[src/hdl/sorted_interval_membership_macros.svh]
// Assertion macros for the sorted interval membership block.
// Each use samples on the rising edge of clk and is off while rst_n is low.
`ifndef SORTED_INTERVAL_MEMBERSHIP_MACROS_SVH
`define SORTED_INTERVAL_MEMBERSHIP_MACROS_SVH

// Same-cycle implication.
`define SIM_ASSERT_NOW(label, ante, cons, msg) \
    label: assert property (@(posedge clk) disable iff (!rst_n) (ante) |-> (cons)) \
        else $error(msg);

// Next-cycle implication.
`define SIM_ASSERT_NEXT(label, ante, cons, msg) \
    label: assert property (@(posedge clk) disable iff (!rst_n) (ante) |=> (cons)) \
        else $error(msg);

`endif

[src/hdl/sim_pkg.sv]
`default_nettype none

package sim_pkg;

    localparam int MAX_RANGES = 256;
    localparam int ADDR_W     = $clog2(MAX_RANGES);
    localparam int CNT_W      = $clog2(MAX_RANGES + 1);
    localparam int DATA_W     = 32;
    localparam int ENTRY_W    = 2 * DATA_W;

    localparam logic FUNC_INSERT = 1'b0;
    localparam logic FUNC_QUERY  = 1'b1;

    typedef struct packed {
        logic                     func;
        logic signed [DATA_W-1:0] range_low;
        logic signed [DATA_W-1:0] range_high;
        logic signed [DATA_W-1:0] query_value;
    } item_t;

    typedef struct packed {
        logic inside_res;
        logic status;
    } result_t;

    // Controller to datapath
    typedef struct packed {
        logic load;
        logic rd_shift;
        logic step_query;
        logic wr_shift;
        logic wr_new;
        logic pend_load;
        logic pend_inside;
        logic pend_status;
        logic out_load;
    } cmd_t;

    // Datapath to controller
    typedef struct packed {
        logic is_query;
        logic full;
        logic idx_zero;
        logic empty_window;
        logic hit;
        logic go_low;
        logic go_high;
        logic start_le;
    } sts_t;

endpackage

`default_nettype wire

[src/hdl/sim_ctrl.sv]
`default_nettype none

module sim_ctrl (
    input  wire logic           clk,
    input  wire logic           rst_n,
    input  wire logic           item_valid,
    output logic                item_stall,
    output logic                result_valid,
    input  wire logic           result_stall,
    input  wire sim_pkg::sts_t  sts,
    output sim_pkg::cmd_t       cmd
);

    typedef enum logic [2:0] {
        ST_IDLE,
        ST_DISPATCH,
        ST_QUERY_CMP,
        ST_INSERT_CMP,
        ST_DONE
    } state_t;

    state_t state_reg, state_next;
    logic   result_valid_reg, result_valid_next;

    always_comb
    begin
        state_next        = state_reg;
        result_valid_next = result_valid_reg && result_stall;
        cmd               = '0;
        unique case (state_reg)
            ST_IDLE:
            begin
                if (item_valid)
                begin
                    cmd.load   = 1'b1;
                    state_next = ST_DISPATCH;
                end
            end
            ST_DISPATCH:
            begin
                if (sts.is_query)
                begin
                    if (sts.empty_window)
                    begin
                        cmd.pend_load = 1'b1;
                        state_next    = ST_DONE;
                    end
                    else
                    begin
                        state_next = ST_QUERY_CMP;
                    end
                end
                else if (sts.full)
                begin
                    cmd.pend_load   = 1'b1;
                    cmd.pend_status = 1'b1;
                    state_next      = ST_DONE;
                end
                else if (sts.idx_zero)
                begin
                    cmd.wr_new    = 1'b1;
                    cmd.pend_load = 1'b1;
                    state_next    = ST_DONE;
                end
                else
                begin
                    cmd.rd_shift = 1'b1;
                    state_next   = ST_INSERT_CMP;
                end
            end
            ST_QUERY_CMP:
            begin
                if (sts.hit)
                begin
                    cmd.pend_load   = 1'b1;
                    cmd.pend_inside = 1'b1;
                    state_next      = ST_DONE;
                end
                else if (sts.go_low || sts.go_high)
                begin
                    cmd.step_query = 1'b1;
                    state_next     = ST_DISPATCH;
                end
                else
                begin
                    // inverted range probed at its end: stop outside
                    cmd.pend_load = 1'b1;
                    state_next    = ST_DONE;
                end
            end
            ST_INSERT_CMP:
            begin
                if (sts.start_le)
                begin
                    cmd.wr_new    = 1'b1;
                    cmd.pend_load = 1'b1;
                    state_next    = ST_DONE;
                end
                else
                begin
                    cmd.wr_shift = 1'b1;
                    state_next   = ST_DISPATCH;
                end
            end
            ST_DONE:
            begin
                // hold until the output register is free
                if (!result_valid_reg || !result_stall)
                begin
                    cmd.out_load      = 1'b1;
                    result_valid_next = 1'b1;
                    state_next        = ST_IDLE;
                end
            end
            default:
            begin
                state_next = ST_IDLE;
            end
        endcase
    end

    always_ff @(posedge clk or negedge rst_n)
    begin
        if (!rst_n)
        begin
            state_reg        <= ST_IDLE;
            result_valid_reg <= 1'b0;
        end
        else
        begin
            state_reg        <= state_next;
            result_valid_reg <= result_valid_next;
        end
    end

    assign item_stall   = (state_reg != ST_IDLE);
    assign result_valid = result_valid_reg;

endmodule

`default_nettype wire

[config.mk]
export PLATFORM = sky130hd
export DESIGN_NAME = sim_ctrl
export DESIGN_NICKNAME = d
export VERILOG_FILES = /design/src/hdl/sorted_interval_membership_macros.svh /design/src/hdl/sim_pkg.sv /design/src/hdl/sim_ctrl.sv
export SDC_FILE = /design/constraint.sdc
export NUM_CORES = 1
export LEC_CHECK = 0
export BUFFER_PORTS_ARGS = -buffer_cell sky130_fd_sc_hd__buf_4
export CAP_MARGIN = 20
export CORE_AREA = 2 2 39 41
export DETAILED_ROUTE_END_ITERATION = 8
export DIE_AREA = 0 0 41 43
export GPL_TIMING_DRIVEN = 0
export PLACE_DENSITY = 0.61
export SYNTH_ARGS = -nofsm -noshare
export SYNTH_HDL_FRONTEND = slang
export SYNTH_SLANG_ARGS = --single-unit
export TNS_END_PERCENT = 20
[constraint.sdc]
create_clock -name clk -period 2.03 [get_ports clk]
set_input_delay 0.406 -clock clk [delete_from_list [all_inputs] [get_ports clk]]
set_output_delay 0.406 -clock clk [all_outputs]
set_load 0.005 [all_outputs]
==> results of run 1 <==
-- per-layer routing --
metal	vias to the layer above	GRT usage, %	part of all wire [%]
li1	184	-	-
met1	149	12.1	44
met2	17	12.5	44
met3	2	4.71	11
met4	0	8.00	1.3
met5	-	0	0
-- cells in the mapped netlist --
cell and n:
sky130_fd_sc_hd__nor3b_1 3, sky130_fd_sc_hd__dfrtp_1 4, sky130_fd_sc_hd__o21bai_1 1, sky130_fd_sc_hd__or3_2 1, sky130_fd_sc_hd__nand2_1 3, sky130_fd_sc_hd__and4b_1 1
sky130_fd_sc_hd__or3b_4 1, sky130_fd_sc_hd__nor4b_2 1, sky130_fd_sc_hd__inv_1 2, sky130_fd_sc_hd__nor2_1 2, sky130_fd_sc_hd__o221ai_1 1, sky130_fd_sc_hd__and4bb_2 1
sky130_fd_sc_hd__a21o_1 1, sky130_fd_sc_hd__o21ba_2 1, sky130_fd_sc_hd__nor3_1 1, sky130_fd_sc_hd__and2_1 2, sky130_fd_sc_hd__a21oi_1 4, sky130_fd_sc_hd__and2_2 2
sky130_fd_sc_hd__a221oi_1 1, sky130_fd_sc_hd__o21ai_0 1, sky130_fd_sc_hd__or2_1 1
-- power by group through the flow --
stage	Clock (mW)	Sequential [mW]	Combinational, mW
2_1_floorplan	0	0.138	0.134
3_3_place_gp	0	0.144	0.251
3_5_place_dp	0	0.144	0.250
4_1_cts	0.103	0.143	0.253
5_1_grt	0.107	0.149	0.281
6_report	0.0970	0.143	0.249
-- final cells by class --
cell class,instances,area [um^2],area share (%)
Multi-Input combinational cell,29,204,38.5
Timing Repair Buffer,23,175,33.1
Sequential cell,4,100,18.9
Clock buffer,3,22.5,4.26
Tap cell,16,20.0,3.78
Inverter,2,7.51,1.42
-- how the worst max path moves through the flow --
stage,startpoint,endpoint,slack [ns],cells after the start
finish,state_reg[2],cmd[4],0.09,4
global route,state_reg[2],cmd[4],0.02,4
CTS,state_reg[2],cmd[4],0.08,4
detailed placement,state_reg[2],cmd[4],0.33,4
global placement,state_reg[2],cmd[4],0.33,4
floorplan,state_reg[2],cmd[4],0.48,3
-- placed cells by master (no fill, tap or decap) --
cell type	synthesis	final
sky130_fd_sc_hd__and2_2	2	2
sky130_fd_sc_hd__clkbuf_4	0	3
sky130_fd_sc_hd__dlygate4sd3_1	0	1
sky130_fd_sc_hd__o21ba_2	1	1
sky130_fd_sc_hd__buf_4	0	22
sky130_fd_sc_hd__o221ai_1	1	1
sky130_fd_sc_hd__a221oi_1	1	1
sky130_fd_sc_hd__a21o_1	1	1
sky130_fd_sc_hd__nand2_1	3	3
sky130_fd_sc_hd__nor4b_2	1	1
sky130_fd_sc_hd__or3b_4	1	1
sky130_fd_sc_hd__and4bb_2	1	1
sky130_fd_sc_hd__or2_1	1	1
sky130_fd_sc_hd__o21ai_0	1	1
sky130_fd_sc_hd__a21oi_1	4	4
sky130_fd_sc_hd__nor3_1	1	1
sky130_fd_sc_hd__nor2_1	2	2
sky130_fd_sc_hd__o21bai_1	1	1
sky130_fd_sc_hd__dfrtp_1	4	4
sky130_fd_sc_hd__nor3b_1	3	3
sky130_fd_sc_hd__or3_2	1	1
sky130_fd_sc_hd__inv_1	2	2
sky130_fd_sc_hd__and4b_1	1	1
sky130_fd_sc_hd__and2_1	2	2
-- stage by stage --
stage	power, mW	worst slack (ns)
2_1_floorplan	0.272	0.478
3_3_place_gp	0.395	0.332
3_5_place_dp	0.395	0.333
4_1_cts	0.499	0.0764
5_1_grt	0.537	0.0154
6_report	0.489	0.0906
-- cells by family (layout without fill, tap and decap cells) --
group	Yosys count	in the layout
compound gates	10	10
buf+inv	2	28
simple gates	19	19
flops	4	4
-- critical path: stages, from the launching register on --
cell and delay (ns):
sky130_fd_sc_hd__dfrtp_1 0.43, sky130_fd_sc_hd__or3b_4 0.45, sky130_fd_sc_hd__nor4b_2 0.20, sky130_fd_sc_hd__or2_1 0.12, sky130_fd_sc_hd__buf_4 0.10
==> out/summary.json, run 1 <==
{
  "power.share.sequential": {"value": 29.3, "unit": "%"},
  "worstHoldPathCells": {"value": 3},
  "synthMuxAreaShare": {"value": 0, "unit": "%"},
  "rows": {"value": 14},
  "holdCritStartpoint": {"value": "result_stall"},
  "share_comb_of_total_power": {"value": 50.9, "unit": "%"},
  "route.detailed.vias_per_inst": {"value": 4.57},
  "ant_nets": {"value": 0},
  "drt_wl_total": {"value": 774, "unit": "um"},
  "area_delta_synth_final": {"value": 69.9, "unit": "%"},
  "grt_start_max_net_pins": {"value": 9},
  "mappedNetlistArea": {"value": 312, "unit": "um^2"},
  "first_global_vias": {"value": 286},
  "hold-path-endpoint": {"value": "result_valid"},
  "num_vias": {"value": 352},
  "port_buffers": {"value": 22},
  "utilization": {"value": 38.2, "unit": "%"},
  "die-height": {"value": 43, "unit": "um"},
  "seq_area_frac_synth": {"value": 32.1, "unit": "%"},
  "fillCellCount": {"value": 155},
  "finalCriticalPeriod": {"value": 1.94, "unit": "ns"},
  "number_of_flip_flops_under_the_largest_register_name": {"value": 3},
  "start_kind": {"value": "flip-flop"},
  "clock_insertion_delay_worst_skew": {"value": 0.23, "unit": "ns"},
  "synth_adder_area_share": {"value": 0, "unit": "%"},
  "worst-r2r-setup-slack": {"value": 0.68, "unit": "ns"},
  "totalNegativeSetupSlack": {"value": 0, "unit": "ns"},
  "grt_first_pass_wirelength": {"value": 1120, "unit": "um"},
  "cts.sinks": {"value": 4},
  "crit_path_end_kind": {"value": "output pin"},
  "post_route_cells_drive_above_1_share": {"value": 52.5, "unit": "%"},
  "average_size_of_a_mapped_cell": {"value": 8.90, "unit": "um^2"},
  "final_non_filler_cell_total": {"value": 77},
  "yosysTopAreaCellShare": {"value": 32.1, "unit": "%"},
  "hold_class": {"value": "in2reg"},
  "place.detailed.instances": {"value": 73},
  "synthesis.instances": {"value": 35},
  "power_switching_share": {"value": 33.7, "unit": "%"},
  "route.detailed.wl_per_inst": {"value": 10.1, "unit": "um"},
  "final-max-slew-violation-count": {"value": 0},
  "synth_area_leaders": {"value": "sky130_fd_sc_hd__dfrtp_1 32%, sky130_fd_sc_hd__nor3b_1 7.2%, sky130_fd_sc_hd__a21oi_1 6.4%"},
  "synthXorXnorAreaFrac": {"value": 0, "unit": "%"},
  "grt_antenna_before_repair": {"value": 0},
  "drc": {"value": 0},
  "cts.root.buffer_cell": {"value": "sky130_fd_sc_hd__clkbuf_4"},
  "synth_seq_cells": {"value": 4},
  "placeable_core_region": {"value": 0.00138, "unit": "mm^2"},
  "crit-reg2reg-capture": {"value": "state_reg[0]"},
  "gp_congestion": {"value": 0.651},
  "crit_path_max_fanout": {"value": 8},
  "total_setup_buffers_inserted_after_cts": {"value": 0},
  "max_clock_freq": {"value": 516, "unit": "MHz"},
  "global_route_usage_sum": {"value": 9.89, "unit": "%"},
  "drt_pre_antenna_iters": {"value": 4},
  "cts_max_level": {"value": 1},
  "synth_simple_gate_area_share": {"value": 43.8, "unit": "%"},
  "initial_utilization": {"value": 22.5, "unit": "%"},
  "dp_hpwl": {"value": 655, "unit": "um"},
  "cts_buffer_depth": {"value": 2},
  "power.static_leakage": {"value": 0.273, "unit": "nW"},
  "post-synth-top-area-cell": {"value": "sky130_fd_sc_hd__dfrtp_1"},
  "postSynthNetCount": {"value": 47},
  "fin_hold_ws": {"value": 0.400, "unit": "ns"},
  "floorplan.die_area": {"value": 0.00176, "unit": "mm^2"},
  "clock_power_share": {"value": 19.8, "unit": "%"},
  "io-pin-count": {"value": 23},
  "maxSlewHeadroom": {"value": 71.8, "unit": "%"},
  "synth_cell_types": {"value": 21},
  "power_density": {"value": 924, "unit": "mW/mm^2"},
  "die_width": {"value": 41, "unit": "um"},
  "post_cts_resize_count": {"value": 0},
  "design.final.nets": {"value": 75},
  "critPathArrivalTime": {"value": 1.53, "unit": "ns"},
  "internal_power": {"value": 0.325, "unit": "mW"},
  "post-route-cell-area": {"value": 529, "unit": "um^2"},
  "worst_max_slew_pin_slew": {"value": 0.422, "unit": "ns"},
  "worst-setup-path-type": {"value": "reg2out"},
  "combinational_family_with_the_most_area_after_synthesis": {"value": "simple AND/OR/NAND/NOR gates"},
  "share_of_the_synthesized_area_in_compound_gates_ao_oa_aoi_oai": {"value": 21.7, "unit": "%"},
  "post_cts_hold_buffer_count": {"value": 1},
  "worst_ir_drop_vdd": {"value": 0.407, "unit": "mV"},
  "finalCritPeriodShare": {"value": 95.5, "unit": "%"},
  "status": {"value": "finished, final reports clean"},
  "reported_net_switching_power": {"value": 0.165, "unit": "mW"},
  "r2r.worst_path.cells": {"value": 3},
  "worstReg2RegStart": {"value": "state_reg[2]"},
  "tritoncts": {"value": "yes"},
  "clock_skew": {"value": 0.00249, "unit": "ns"},
  "timing.max_cap.violations": {"value": 0},
  "count_of_warnings_emitted_by_yosys": {"value": 0},
  "final-hold-violation-count": {"value": 0},
  "starting_drc_count_in_detailed_routing": {"value": 8},
  "cts.reportedPaths.clkPinSlew": {"value": 0.04, "unit": "ns"},
  "antennaDiodeCount": {"value": 0},
  "globalRoute.totalOverflow": {"value": 0},
  "cts_made_buffers": {"value": 3},
  "setup-violations-final": {"value": 0},
  "grt_setup_unrepaired": {"value": "no"},
  "placed_cell_area": {"value": 497, "unit": "um^2"},
  "worst_ep_required_time": {"value": 1.62, "unit": "ns"}
}
(Power assumes the default switching activity.)
==> inputs of run 2 (changes only) <==
- CELL_PAD_IN_SITES_DETAIL_PLACEMENT: unset -> 1
- CELL_PAD_IN_SITES_GLOBAL_PLACEMENT: unset -> 2
- CORE_AREA: 2 2 39 41 -> unset
- CORE_ASPECT_RATIO: unset -> 0.9
- CORE_MARGIN: unset -> 1.5
- CORE_UTILIZATION: unset -> 20
- DIE_AREA: 0 0 41 43 -> unset
- PLACE_DENSITY: 0.61 -> 0.87
==> run 2 against run 1 <==
  * The run now ends with design-rule violations left
  * Global-route usage about the same
  * Maximum frequency decreased by 0.19%
  * Design area decreased by 0.24%
  * Clock power increased by 0.5%
==> out/summary.json, run 2 (synthesis results as in run 1) <==
{
  "number_of_flip_flops_under_the_largest_register_name": {"value": 3, "change": "unchanged"},
  "drt_pre_antenna_iters": {"value": 6, "change": "+2"},
  "die-height": {"value": 40.4, "unit": "um", "change": "-5.9%"},
  "power_switching_share": {"value": 34.4, "unit": "%", "change": "+0.75 points"},
  "critPathArrivalTime": {"value": 1.54, "unit": "ns", "change": "about the same"},
  "layout_common_cells": {"value": "22 x sky130_fd_sc_hd__buf_4, 4 x sky130_fd_sc_hd__a21oi_1, 4 x sky130_fd_sc_hd__dfrtp_1"},
  "cts_buffer_depth": {"value": 2, "change": "unchanged"},
  "worst_path_largest_cell_delay": {"value": 0.45, "unit": "ns", "change": "about the same"},
  "floorplan.die_area": {"value": 0.00180, "unit": "mm^2", "change": "+2.3%"},
  "drc": {"value": 1, "change": "+1"},
  "final-max-slew-violation-count": {"value": 0, "change": "unchanged"},
  "grt_first_pass_wirelength": {"value": 1220, "unit": "um", "change": "+8.6%"},
  "finalCritPeriodShare": {"value": 95.7, "unit": "%", "change": "+0.19 points"},
  "num_vias": {"value": 351, "change": "-0.28%"},
  "grt_antenna_before_repair": {"value": 0, "change": "unchanged"},
  "antennaDiodeCount": {"value": 0, "change": "unchanged"},
  "worst_ir_drop_vdd": {"value": 0.357, "unit": "mV", "change": "-12%"},
  "holdCritStartpoint": {"value": "result_stall"},
  "reported_net_switching_power": {"value": 0.170, "unit": "mW", "change": "+3.4%"},
  "rows": {"value": 13, "change": "-1"},
  "cts.reportedPaths.clkPinSlew": {"value": 0.03, "unit": "ns", "change": "about the same"},
  "critical_path.slowest_cell": {"value": "sky130_fd_sc_hd__or3b_4"},
  "final_non_filler_cell_total": {"value": 76, "change": "-1.3%"},
  "utilization": {"value": 36.5, "unit": "%", "change": "-1.8 points"},
  "start_kind": {"value": "flip-flop"},
  "worst_max_slew_pin_slew": {"value": 0.397, "unit": "ns", "change": "-0.0247 ns"},
  "timing.max_cap.violations": {"value": 0, "change": "unchanged"},
  "cts_max_level": {"value": 1, "change": "unchanged"},
  "clock_power_share": {"value": 19.7, "unit": "%", "change": "about the same"},
  "worst_ep_required_time": {"value": 1.62, "unit": "ns", "change": "about the same"},
  "fin_total_pwr": {"value": 0.495, "unit": "mW", "change": "+1.2%"},
  "grt_setup_unrepaired": {"value": "no"},
  "area_delta_synth_final": {"value": 69.5, "unit": "%"},
  "hold_class": {"value": "in2reg"},
  "fin_hold_ws": {"value": 0.405, "unit": "ns", "change": "+0.00549 ns"},
  "post_route_cells_drive_above_1_share": {"value": 52.5, "unit": "%", "change": "unchanged"},
  "die_width": {"value": 44.6, "unit": "um", "change": "+8.8%"},
  "globalRoute.totalOverflow": {"value": 0, "change": "unchanged"},
  "final_common_cell": {"value": "sky130_fd_sc_hd__buf_4"},
  "violations": {"value": "design-rule violations"},
  "post_cts_resize_count": {"value": 0, "change": "unchanged"},
  "ant_nets": {"value": 0, "change": "unchanged"},
  "final-hold-violation-count": {"value": 0, "change": "unchanged"},
  "max_clock_freq": {"value": 515, "unit": "MHz", "change": "-0.19%"},
  "dp_hpwl": {"value": 695, "unit": "um", "change": "+6.2%"},
  "first_global_vias": {"value": 309, "change": "+8.0%"},
  "post_cts_hold_buffer_count": {"value": 1, "change": "unchanged"},
  "power_density": {"value": 937, "unit": "mW/mm^2", "change": "+1.4%"},
  "power.static_leakage": {"value": 0.273, "unit": "nW", "change": "unchanged"},
  "internal_power": {"value": 0.325, "unit": "mW", "change": "about the same"},
  "placeable_core_region": {"value": 0.00145, "unit": "mm^2", "change": "+4.6%"},
  "route.detailed.vias_per_inst": {"value": 4.62, "change": "+1.0%"},
  "grt_start_max_net_pins": {"value": 9, "change": "unchanged"},
  "drt_wl_total": {"value": 836, "unit": "um", "change": "+8.0%"},
  "route.detailed.wl_per_inst": {"value": 11.0, "unit": "um", "change": "+9.4%"},
  "clock_skew": {"value": 0.00301, "unit": "ns", "change": "+0.000521 ns"},
  "starting_drc_count_in_detailed_routing": {"value": 7, "change": "-1"},
  "status": {"value": "finished with violations"},
  "port_buffers": {"value": 22, "change": "unchanged"},
  "worst_setup_path_startpoint": {"value": "state_reg[2]"},
  "totalNegativeSetupSlack": {"value": 0, "unit": "ns", "change": "unchanged"},
  "finalCriticalPeriod": {"value": 1.94, "unit": "ns", "change": "+0.00377 ns"},
  "grt_util_met3": {"value": 4.50, "unit": "%", "change": "-0.21 points"},
  "crit_path_end_kind": {"value": "output pin"},
  "place.detailed.instances": {"value": 72, "change": "-1.4%"},
  "initial_utilization": {"value": 21.5, "unit": "%", "change": "-0.99 points"},
  "share_comb_of_total_power": {"value": 50.8, "unit": "%", "change": "about the same"},
  "maxSlewHeadroom": {"value": 73.5, "unit": "%", "change": "+1.7 points"},
  "setup-violations-final": {"value": 0, "change": "unchanged"},
  "grt_use_met2": {"value": 15.2, "unit": "%", "change": "+2.7 points"},
  "top_usage_layer": {"value": "met2"},
  "io-pin-count": {"value": 23, "change": "unchanged"},
  "critical_path.n_buffers_inverters": {"value": 1, "change": "unchanged"},
  "grt_use_met1": {"value": 11.1, "unit": "%", "change": "-0.95 points"},
  "total_setup_buffers_inserted_after_cts": {"value": 0, "change": "unchanged"},
  "power.share.sequential": {"value": 29.5, "unit": "%", "change": "+0.2 points"},
  "cts.root.buffer_cell": {"value": "sky130_fd_sc_hd__clkbuf_4"},
  "clock_insertion_delay_worst_skew": {"value": 0.23, "unit": "ns", "change": "about the same"},
  "crit_path_max_fanout": {"value": 8, "change": "unchanged"},
  "path_cells": {"value": "or3b_4, nor4b_2, or2_1, buf_4"},
  "cts.sinks": {"value": 4, "change": "unchanged"},
  "cpLargestDelayFamily": {"value": "simple AND/OR/NAND/NOR gates"},
  "tritoncts": {"value": "yes"},
  "gp_congestion": {"value": 0.682, "change": "+4.8%"},
  "worstReg2RegStart": {"value": "state_reg[2]"},
  "cts_made_buffers": {"value": 3, "change": "unchanged"},
  "global_route_usage_sum": {"value": 9.93, "unit": "%", "change": "+0.043 points"},
  "worst-setup-path-type": {"value": "reg2out"},
  "design.final.nets": {"value": 75, "change": "unchanged"}
}
run 2: cell counts in the layout (fill, tap and decap cells not counted):
Identical to the previous run, type by type.
run 2: cell type report:
type / instances / area, um^2
sequential: 4 / 100
multi-input combinational: 29 / 204
inverter: 2 / 7.51
fill: 179 / 920
clock buffer: 3 / 22.5
tap: 15 / 18.8
timing repair buffer: 23 / 175
run 2: metal layers:
metal / vias up / wire length, um
li1: 181 / -
met1: 156 / 383
met2: 14 / 370
met3: 0 / 82
met4: 0 / 0
met5: - / 0
run 2: final timing paths:
path                                     end  slack, ns  depth (start not counted)
worst max-delay path                  cmd[4]       0.09                          4
worst min-delay path            result_valid       0.41                          3
worst max register to register  state_reg[0]       0.69                          3
worst min register to register  result_valid       0.53                          2
max in group asynchronous       result_valid       1.42                          2
min in group asynchronous       state_reg[0]       0.51                          2
run 2: metrics by stage:
stage	worst slack, ns	cell area (um^2)
2_1_floorplan	0.478	312
3_3_place_gp	0.313	495
3_5_place_dp	0.311	495
4_1_cts	0.0587	528
5_1_grt	0.00357	528
6_report	0.0868	528
run 2: worst register-to-register path, stage by stage (launching register included):
cell and delay [ns]:
sky130_fd_sc_hd__dfrtp_1 0.44, sky130_fd_sc_hd__nor3b_1 0.40, sky130_fd_sc_hd__a21oi_1 0.12, sky130_fd_sc_hd__a221oi_1 0.28
run 2: power by group through the flow:
stage / Clock [mW] / Sequential, mW / Combinational, mW
detailed placement: 0 / 0.148 / 0.254
CTS: 0.103 / 0.147 / 0.257
global route: 0.111 / 0.153 / 0.281
global placement: 0 / 0.146 / 0.252
floorplan: 0 / 0.138 / 0.134
finish: 0.0975 / 0.146 / 0.251
==> inputs of run 3 (changes only) <==
- CTS_BUF_LIST: unset -> sky130_fd_sc_hd__clkbuf_8 sky130_fd_sc_hd__clkbuf_16
==> run 3 against run 2 <==
  * The flow still finishes with violations (design-rule violations)
  * Maximum frequency up 1.1%
  * Critical path depth did not move
  * Non-clock buffer count did not move
  * Global-route usage decreased by 0.48 points
  * Largest power group unchanged
==> out/summary.json, run 3 (synthesis results as in run 1) <==
{
  "worst_ir_drop_vdd": {"value": 0.458, "unit": "mV", "change": "+28%"},
  "number_of_flip_flops_under_the_largest_register_name": {"value": 3, "change": "unchanged"},
  "final-hold-violation-count": {"value": 0, "change": "unchanged"},
  "totalNegativeSetupSlack": {"value": 0, "unit": "ns", "change": "unchanged"},
  "path_cells": {"value": "or3b_4, nor4b_2, or2_1, buf_4"},
  "final_common_cell": {"value": "sky130_fd_sc_hd__buf_4"},
  "critPathArrivalTime": {"value": 1.52, "unit": "ns", "change": "-0.02 ns"},
  "r2r.worst_path.cells": {"value": 3, "change": "unchanged"},
  "fin_hold_ws": {"value": 0.421, "unit": "ns", "change": "+0.0155 ns"},
  "grt_setup_unrepaired": {"value": "no"},
  "route.detailed.vias_per_inst": {"value": 4.70, "change": "+1.7%"},
  "cts_made_buffers": {"value": 3, "change": "unchanged"},
  "tritoncts": {"value": "yes"},
  "holdCritStartpoint": {"value": "result_stall"},
  "grt_first_pass_wirelength": {"value": 1210, "unit": "um", "change": "-1.1%"},
  "io-pin-count": {"value": 23, "change": "unchanged"},
  "cts_buffer_depth": {"value": 2, "change": "unchanged"},
  "timing.max_cap.violations": {"value": 0, "change": "unchanged"},
  "floorplan.die_area": {"value": 0.00180, "unit": "mm^2", "change": "unchanged"},
  "final-max-slew-violation-count": {"value": 0, "change": "unchanged"},
  "antennaDiodeCount": {"value": 0, "change": "unchanged"},
  "num_vias": {"value": 357, "change": "+1.7%"},
  "drc": {"value": 1, "change": "unchanged"},
  "first_global_vias": {"value": 305, "change": "-1.3%"},
  "crit_path_max_fanout": {"value": 8, "change": "unchanged"},
  "crit-reg2reg-capture": {"value": "state_reg[0]"},
  "global_route_usage_sum": {"value": 9.45, "unit": "%", "change": "-0.48 points"},
  "rows": {"value": 13, "change": "unchanged"},
  "post_route_cells_drive_above_1_share": {"value": 52.5, "unit": "%", "change": "unchanged"},
  "power_switching_share": {"value": 31.3, "unit": "%", "change": "-3.1 points"},
  "drt_wl_total": {"value": 826, "unit": "um", "change": "-1.2%"},
  "maxSlewHeadroom": {"value": 73.5, "unit": "%", "change": "about the same"},
  "internal_power": {"value": 0.385, "unit": "mW", "change": "+19%"},
  "initial_utilization": {"value": 21.5, "unit": "%", "change": "unchanged"},
  "worstHoldPathCells": {"value": 3, "change": "unchanged"},
  "finalCriticalPeriod": {"value": 1.92, "unit": "ns", "change": "-0.0207 ns"},
  "power_density": {"value": 1020, "unit": "mW/mm^2", "change": "+9.3%"},
  "port_buffers": {"value": 22, "change": "unchanged"},
  "hold_class": {"value": "in2reg"},
  "grt_start_max_net_pins": {"value": 9, "change": "unchanged"},
  "power.static_leakage": {"value": 0.281, "unit": "nW", "change": "+2.8%"},
  "start_kind": {"value": "flip-flop"},
  "cts.reportedPaths.clkPinSlew": {"value": 0.03, "unit": "ns", "change": "about the same"},
  "share_comb_of_total_power": {"value": 44.6, "unit": "%", "change": "-6.2 points"},
  "max_clock_freq": {"value": 520, "unit": "MHz", "change": "+1.1%"},
  "design.final.nets": {"value": 75, "change": "unchanged"},
  "power.share.sequential": {"value": 26.3, "unit": "%", "change": "-3.2 points"},
  "dp_hpwl": {"value": 695, "unit": "um", "change": "unchanged"},
  "place.detailed.instances": {"value": 72, "change": "unchanged"},
  "gp_congestion": {"value": 0.682, "change": "unchanged"},
  "ant_nets": {"value": 0, "change": "unchanged"},
  "cts_max_level": {"value": 1, "change": "unchanged"},
  "cts.root.buffer_cell": {"value": "sky130_fd_sc_hd__clkbuf_8"},
  "die-height": {"value": 40.4, "unit": "um", "change": "unchanged"},
  "route.detailed.wl_per_inst": {"value": 10.9, "unit": "um", "change": "-1.2%"},
  "placeable_core_region": {"value": 0.00145, "unit": "mm^2", "change": "unchanged"},
  "clock_skew": {"value": 0.00330, "unit": "ns", "change": "+0.000288 ns"},
  "grt_antenna_before_repair": {"value": 0, "change": "unchanged"},
  "setup-violations-final": {"value": 0, "change": "unchanged"},
  "starting_drc_count_in_detailed_routing": {"value": 9, "change": "+2"},
  "worstReg2RegStart": {"value": "state_reg[2]"},
  "worst_max_slew_pin_slew": {"value": 0.397, "unit": "ns", "change": "-0.0000447 ns"},
  "final_non_filler_cell_total": {"value": 76, "change": "unchanged"},
  "reported_net_switching_power": {"value": 0.176, "unit": "mW", "change": "+3.1%"},
  "fin_total_pwr": {"value": 0.560, "unit": "mW", "change": "+13%"},
  "clock_insertion_delay_worst_skew": {"value": 0.21, "unit": "ns", "change": "-0.02 ns"},
  "violations": {"value": "design-rule violations"},
  "worst_ep_required_time": {"value": 1.62, "unit": "ns", "change": "about the same"},
  "postLayoutSetupSlackWorst": {"value": 0.107, "unit": "ns", "change": "+0.0207 ns"},
  "fillCellCount": {"value": 173, "change": "-3.4%"},
  "globalRoute.totalOverflow": {"value": 0, "change": "unchanged"},
  "hold-path-endpoint": {"value": "result_valid"},
  "detailedPlace.worstSlack": {"value": 0.311, "unit": "ns", "change": "unchanged"},
  "layout_common_cells": {"value": "22 x sky130_fd_sc_hd__buf_4, 4 x sky130_fd_sc_hd__a21oi_1, 4 x sky130_fd_sc_hd__dfrtp_1"},
  "worst-setup-path-type": {"value": "reg2out"},
  "worst-r2r-setup-slack": {"value": 0.69, "unit": "ns", "change": "about the same"},
  "crit_path_end_kind": {"value": "output pin"},
  "cts.sinks": {"value": 4, "change": "unchanged"},
  "worst_path_largest_cell_delay": {"value": 0.45, "unit": "ns", "change": "about the same"},
  "area_delta_synth_final": {"value": 75.5, "unit": "%"},
  "critical_path.slowest_cell": {"value": "sky130_fd_sc_hd__or3b_4"},
  "clock_power_share": {"value": 29.1, "unit": "%", "change": "+9.4 points"},
  "finalCritPeriodShare": {"value": 94.7, "unit": "%", "change": "-1.0 points"},
  "drt_pre_antenna_iters": {"value": 6, "change": "unchanged"},
  "status": {"value": "finished with violations"},
  "die_width": {"value": 44.6, "unit": "um", "change": "unchanged"}
}
==> run 3: cell counts in the layout (fill, tap and decap cells not counted) <==
Identical to the previous run, type by type.
==> run 3: routing by layer <==
metal	wire, um	part of all wire, %	track usage (%)	up-vias
li1	-	-	-	184
met1	365	44	11.7	157
met2	362	44	14.9	16
met3	98	12	4.50	0
met4	0	0	2.27	0
met5	0	0	0	-
==> run 3: layout make-up <==
type | count | area (um^2) | area share, %
inverter | 2 | 7.51 | 1.37
multi-input combinational | 29 | 204 | 37.3
clock buffer | 3 | 41.3 | 7.55
tap | 15 | 18.8 | 3.43
sequential | 4 | 100 | 18.3
timing repair buffer | 23 | 175 | 32.0
==> run 3: worst max-delay path by stage <==
stage | start | endpoint | slack, ns
4_1_cts | state_reg[2] | cmd[4] | 0.09
3_5_place_dp | state_reg[2] | cmd[4] | 0.31
3_3_place_gp | state_reg[2] | cmd[4] | 0.31
5_1_grt | state_reg[2] | cmd[4] | 0.03
2_1_floorplan | state_reg[2] | cmd[4] | 0.48
6_report | state_reg[2] | cmd[4] | 0.11
==> run 3: through the flow <==
step                area [um^2]  utilization, %
floorplan                   312               -
global placement            495            34.2
detailed placement          495            34.2
CTS                         547            37.8
global route                547            37.8
finish                      547            37.8
==> run 3: power by group through the flow <==
stage               clock (mW)  sequential [mW]  combinational, mW
floorplan                    0            0.138              0.134
global placement             0            0.146              0.252
detailed placement           0            0.148              0.254
CTS                      0.166            0.147              0.257
global route             0.177            0.154              0.281
finish                   0.163            0.147              0.250
==> run 3: worst max-delay path: cells and delay by family, from the launching register on <==
family,cells,cell delay [ns]
simple gates,3,0.78
buf+inv,1,0.10
flops,1,0.44
==> run 3: what timing repair did <==
| action | 4_1_cts | 5_1_grt |
|---|---|---|
| setup buffers | 0 | 0 |
| hold buffers | 1 | 0 |
| resized for setup | 0 | 0 |
| endpoints found under the hold margin | 4 | 0 |
